### config.mk
export PLATFORM = sky130hd
export DESIGN_NAME = hbrs_ctrl
export DESIGN_NICKNAME = d
export VERILOG_FILES = /design/src/hw/rtl/hbrs_pkg.sv /design/src/hw/rtl/hbrs_ctrl.sv
export SDC_FILE = /design/constraint.sdc
export NUM_CORES = 1
export LEC_CHECK = 0
export ABC_AREA = 0
export BUFFER_PORTS_ARGS = -buffer_cell sky130_fd_sc_hd__buf_2
export CAP_MARGIN = 30
export CORE_MARGIN = 10
export CORE_UTILIZATION = 35
export DETAILED_ROUTE_END_ITERATION = 10
export PLACE_DENSITY = 0.72
export SLEW_MARGIN = 20
export SYNTH_ARGS = -nofsm -noshare
export SYNTH_HDL_FRONTEND = slang
export SYNTH_SLANG_ARGS = --single-unit
### constraint.sdc
create_clock -name clock -period 2.75 [get_ports clock]
set_input_delay 0.1375 -clock clock [delete_from_list [all_inputs] [get_ports clock]]
set_output_delay 0.1375 -clock clock [all_outputs]
set_load 0.01 [all_outputs]
### src/hw/rtl/hbrs_pkg.sv
// ---------------------------------------------------------------------------
// hbrs_pkg: shared types and constants of the histogram engine
// Operation and result codes, register indexes, controller states and the
// command and status groups between the controller and the datapath.
// ---------------------------------------------------------------------------
`default_nettype none

package hbrs_pkg;

   // Field widths of the request, response and register words
   localparam int SAMPLE_BITS    = 32;
   localparam int BIN_FIELD_BITS = 11;
   localparam int SUM_BITS       = 48;
   localparam int STATUS_BITS    = 2;
   localparam int REQ_DATA_BITS  = 56;
   localparam int CSR_INDEX_BITS = 8;

   // Register indexes
   localparam logic [CSR_INDEX_BITS-1:0] REG_LOWER = 8'd0;
   localparam logic [CSR_INDEX_BITS-1:0] REG_UPPER = 8'd1;

   // Register reset values
   localparam logic signed [SAMPLE_BITS-1:0] LOWER_RESET = 32'sd0;
   localparam logic signed [SAMPLE_BITS-1:0] UPPER_RESET = 32'sd65536;

   // Result status codes
   localparam logic [STATUS_BITS-1:0] RSTAT_OK    = 2'd0;
   localparam logic [STATUS_BITS-1:0] RSTAT_RANGE = 2'd1;
   localparam logic [STATUS_BITS-1:0] RSTAT_BINS  = 2'd2;

   typedef enum logic [1:0] {
      OP_CLEAR = 2'd0,
      OP_FILL  = 2'd1,
      OP_INTEG = 2'd2,
      OP_NOP   = 2'd3
   } op_type;

   typedef enum logic [3:0] {
      ST_INIT,
      ST_IDLE,
      ST_CLEAR,
      ST_OFFSET,
      ST_MUL,
      ST_DIV_INIT,
      ST_DIV,
      ST_RD,
      ST_WR,
      ST_SUM,
      ST_DONE
   } state_type;

   // Controller to datapath
   typedef struct packed {
      logic item_load;
      logic clr_step;
      logic off_calc;
      logic mul;
      logic div_init;
      logic div_step;
      logic fill_rd;
      logic fill_wr;
      logic sum_step;
      logic out_load;
   } dp_cmd_type;

   // Datapath to controller
   typedef struct packed {
      logic clr_last;
      logic oor;
      logic div_last;
      logic sum_done;
      logic out_full;
   } dp_stat_type;

endpackage

`default_nettype wire

### src/hw/rtl/hbrs_ctrl.sv
// ---------------------------------------------------------------------------
// hbrs_ctrl: sequencing controller of the histogram engine
// Walks each command through its datapath steps and hands the result to the
// output register; runs the clearing pass after reset.
// ---------------------------------------------------------------------------
`default_nettype none

module hbrs_ctrl
   import hbrs_pkg::*;
(
   input  wire logic        clock,
   input  wire logic        reset,
   input  wire logic        req_valid,
   input  wire op_type      req_op,
   output logic             req_ready,
   input  wire dp_stat_type stat,
   output dp_cmd_type       cmd
);

   state_type state_ff, state_in;

   // State register
   always_ff @(posedge clock) begin
      if (reset) begin
         state_ff <= ST_INIT;
      end else begin
         state_ff <= state_in;
      end
   end

   // Next state
   always_comb begin
      state_in = state_ff;
      unique case (state_ff)
         ST_INIT: begin
            if (stat.clr_last) state_in = ST_IDLE;
         end
         ST_IDLE: begin
            if (req_valid) begin
               unique case (req_op)
                  OP_CLEAR: state_in = ST_CLEAR;
                  OP_FILL:  state_in = ST_OFFSET;
                  OP_INTEG: state_in = ST_SUM;
                  OP_NOP:   state_in = ST_DONE;
               endcase
            end
         end
         ST_CLEAR: begin
            if (stat.clr_last) state_in = ST_DONE;
         end
         ST_OFFSET:   state_in = ST_MUL;
         ST_MUL: begin
            state_in = stat.oor ? ST_DONE : ST_DIV_INIT;
         end
         ST_DIV_INIT: state_in = ST_DIV;
         ST_DIV: begin
            if (stat.div_last) state_in = ST_RD;
         end
         ST_RD:       state_in = ST_WR;
         ST_WR:       state_in = ST_DONE;
         ST_SUM: begin
            if (stat.sum_done) state_in = ST_DONE;
         end
         ST_DONE: begin
            if (!stat.out_full) state_in = ST_IDLE;
         end
         default:     state_in = ST_INIT;
      endcase
   end

   // Commands per state
   always_comb begin
      cmd       = '0;
      req_ready = 1'b0;
      unique case (state_ff)
         ST_INIT:     cmd.clr_step = 1'b1;
         ST_IDLE: begin
            req_ready     = 1'b1;
            cmd.item_load = req_valid;
         end
         ST_CLEAR:    cmd.clr_step = 1'b1;
         ST_OFFSET:   cmd.off_calc = 1'b1;
         ST_MUL:      cmd.mul      = 1'b1;
         ST_DIV_INIT: cmd.div_init = 1'b1;
         ST_DIV:      cmd.div_step = 1'b1;
         ST_RD:       cmd.fill_rd  = 1'b1;
         ST_WR:       cmd.fill_wr  = 1'b1;
         ST_SUM:      cmd.sum_step = 1'b1;
         ST_DONE:     cmd.out_load = !stat.out_full;
         default:     cmd          = '0;
      endcase
   end

endmodule

`default_nettype wire

==> summary.md <==
| Metric | Value |
|---|---|
| Run status | `complete, no violations` |
| Net Sw Frac | `0.472` |
| Hold EP | `state_ff[3]` |
| FF+latch count, synth | `4` |
| Most used DFF post-synth | `dfxtp_1` |
| Final cycle utilization of the critical path | `0.683` |
| Seq pwr share | `0.321` |
| Ys async rst share | `0` |
| CP Capture Type | `flop` |
| Vias in the first global route | `514` |
| Die Area | `3350 um^2` |
| ANT cells | `0` |
| DP Wirelength | `1080 um` |
| Internal power | `285 uW` |
| R2r startpoint | `state_ff[2]` |
| Largest registers | `state_ff: 4 flops` |
| R2R Setup Slk | `about 870 ps` |
| CP Data Required Time | `2880 ps` |
| Largest net degree at the start of global routing | `21` |
| Yosys warning total | `0` |
| GP Congestion | `between 0.7 and 0.8` |
| Fin cells | `100` |
| Hold path cells | `2` |
| Crit path DAT | `approximately 2000 ps` |
| Yosys top cell area share | `0.159` |
| Die height | `57.9 um` |
| PwrDens | `884 nW/um^2` |
| Layout cell share with drive strength beyond 1 | `0.318` |
| Leak | `0.000285 uW` |
| Gate power share | `0.535` |
| Worst hold slack | `171 ps` |
| Setup TNS | `0 ps` |
| First-pass iteration count of the detailed router | `4` |
| Max VDD drop | `0.259 mV` |
| GRT Util Overall | `0.0836` |
| Pre-CTS setup slack | `between 800 and 900 ps` |
| Largest register FFs | `4` |
| Htree depth | `1` |
| FF-to-FF End | `state_ff[0]` |
| Slew HR | `0.585` |
| Post-Place Cells | `97` |
| Wire per inst | `14.0 um` |
| Post-synth cell types | `37` |
| Clock Power Share | `0.144` |
| Post CTS Setup Buffer Count | `0` |
| Synth Cell Area | `503 um^2` |
| Reg2Reg Depth | `4` |
| Peak Freq | `0.532 GHz` |
| Worst Max-Slew Pin Slew | `~620 ps` |
| Hold Buf Count CTS | `0` |
| Clock sink count | `4` |
| Power Total | `540 uW` |
| Num CTS Buffers | `3` |
| Layout area overhead | `21.4%` |
| Worst setup SP type | `flop` |
| RSZ-0062 raised after global routing | `false` |
| Post-synthesis cell count | `69` |
| Clk_lat worst skew | `between 200 and 250 ps` |
| First-pass GRT wire length | `about 2300 um` |
| Core area | `about 1300 um^2` |
| Final Hold Vio Count | `0` |
| Hold Crit Class | `primary input to flop` |
| Die width | `57.9 um` |
| I/O pins | `21` |
| Clock Path Buffers | `2` |
| Area contributors post-synth | `dfxtp_1, ha_1, nand2b_1, nor3_1, inv_1` |
| Post-Route WL | `1400 um` |
| Antenna Violating Nets Remaining | `0` |
| Post-CTS Resized | `0` |
| Grt total ovfl | `0` |
| Switching power total | `255 uW` |
| Number of placement rows | `13` |
| Input/output buffers | `20` |
| Clock Skew | `slightly above 5 ps` |
| Setup ws final | `~870 ps` |
| Tmin final | `1880 ps` |
| Most flop-heavy register | `state_ff` |
| Area leader, netlist | `dfxtp_1` |
| Critical path type | `flop to flop` |
| Starting density of the core | `0.377` |
| Syn Area/Cell | `~7.3 um^2` |
| Number of max-cap violations | `0` |
| Via count | `about 550` |
| Filler cells | `140` |
| Sequential Area | `80.1 um^2` |
| DR vias/cell | `5.49` |
| Clk root buf | `clkbuf_4` |
| Nets | `100` |
| Final setup vio count | `0` |
| Sequential area share after synthesis | `0.159` |
| DRC violations left | `0` |
| Hold_sp | `reset` |
| Post-Syn Nets | `between 80 and 90` |
| Multi-input gate area | `370 um^2` |
| Initial antenna violation count | `0` |
| Critical path fanouts, max | `17` |
| Initial DRC count | `15` |
| TritonCTS clock tree | `built` |
| Final Max Slew Viols | `0` |
| Post-synth EDFFs | `0` |
| CTS clk-pin slew, worst paths | `40 ps` |
## logic make-up after synthesis
| group | after synthesis | share of synthesized area |
|---|---|---|
| fa+ha+maj | 3 | 0.0746 |
| simple gates | 29 | 0.331 |
| xor+xnor | 2 | 0.0348 |
| mux | 2 | 0.0497 |
| buf+inv | 12 | 0.104 |
| compound gates | 17 | 0.246 |
| flops | 4 | 0.159 |
## synth_stat cells (2+ instances only)
cell type  instances
nand3b_1           2
a21oi_1            3
nor2_1             5
nand2_1            4
nor3_1             4
buf_2              3
nor3b_1            2
ha_1               3
nand2b_1           5
nor2b_1            2
o21ai_0            2
inv_1              5
dfxtp_1            4
clkbuf_1           2
## cell usage in the layout (no fill, tap or decap), types with 2 or more instances in the layout
cell      count
a21oi_1       3
buf_2        20
clkbuf_4      3
dfxtp_1       4
ha_1          3
inv_1         5
nand2_1       4
nand2b_1      5
nand3b_1      2
nor2_1        5
nor2b_1       2
nor3_1        4
nor3b_1       2
o21ai_0       2
## how the worst max path moves through the flow
stage / startpoint / to / slack [ps] / cells past startpoint
after floorplan: state_ff[3] / state_ff[0] / 1220 / 5
after global placement: state_ff[2] / state_ff[0] / 960 / 4
after detailed placement: state_ff[2] / state_ff[0] / 890 / 4
after CTS: state_ff[2] / state_ff[0] / 900 / 4
after global routing: state_ff[2] / state_ff[0] / 750 / 4
final: state_ff[2] / state_ff[0] / 870 / 4
## routing by layer
| metal | GRT usage | routed length (um) | vias to the layer above |
|---|---|---|---|
| met3 | 0.0349 | 175 | 4 |
| li1 | - | - | 275 |
| met1 | 0.101 | 640 | 245 |
| met2 | 0.110 | 552 | 25 |
| met4 | 0.0705 | 36 | 0 |
| met5 | 0 | 0 | - |
## power groups by stage
stage               Sequential [uW]  Clock, uW  Combinational, uW
global placement                173          0                287
finish                          173       77.8                289
floorplan                      91.7          0                300
global route                    185       83.1                320
CTS                             172       81.2                292
detailed placement              173          0                291
## layout make-up
class                   count  share of cell area
repair buffers             20               0.164
flip-flops and latches      4               0.131
clock buffers               3              0.0369
inverters                   5              0.0307
multi-input cells          53               0.607
well taps                  15              0.0307
## critical path, cell delays in order (launching register included)
cell      delay [ps]
dfxtp_1          650
or3b_1           410
a21boi_1         220
a221o_2          190
mux2_4           300
## metrics by stage
step                      instance area [um^2]  utilization
after CTS                                  611        0.458
final                                      611        0.458
after global placement                     588        0.441
after floorplan                            503            -
after global routing                       611        0.458
after detailed placement                   588        0.441
Note: power is estimated with default switching activity, not from simulation.
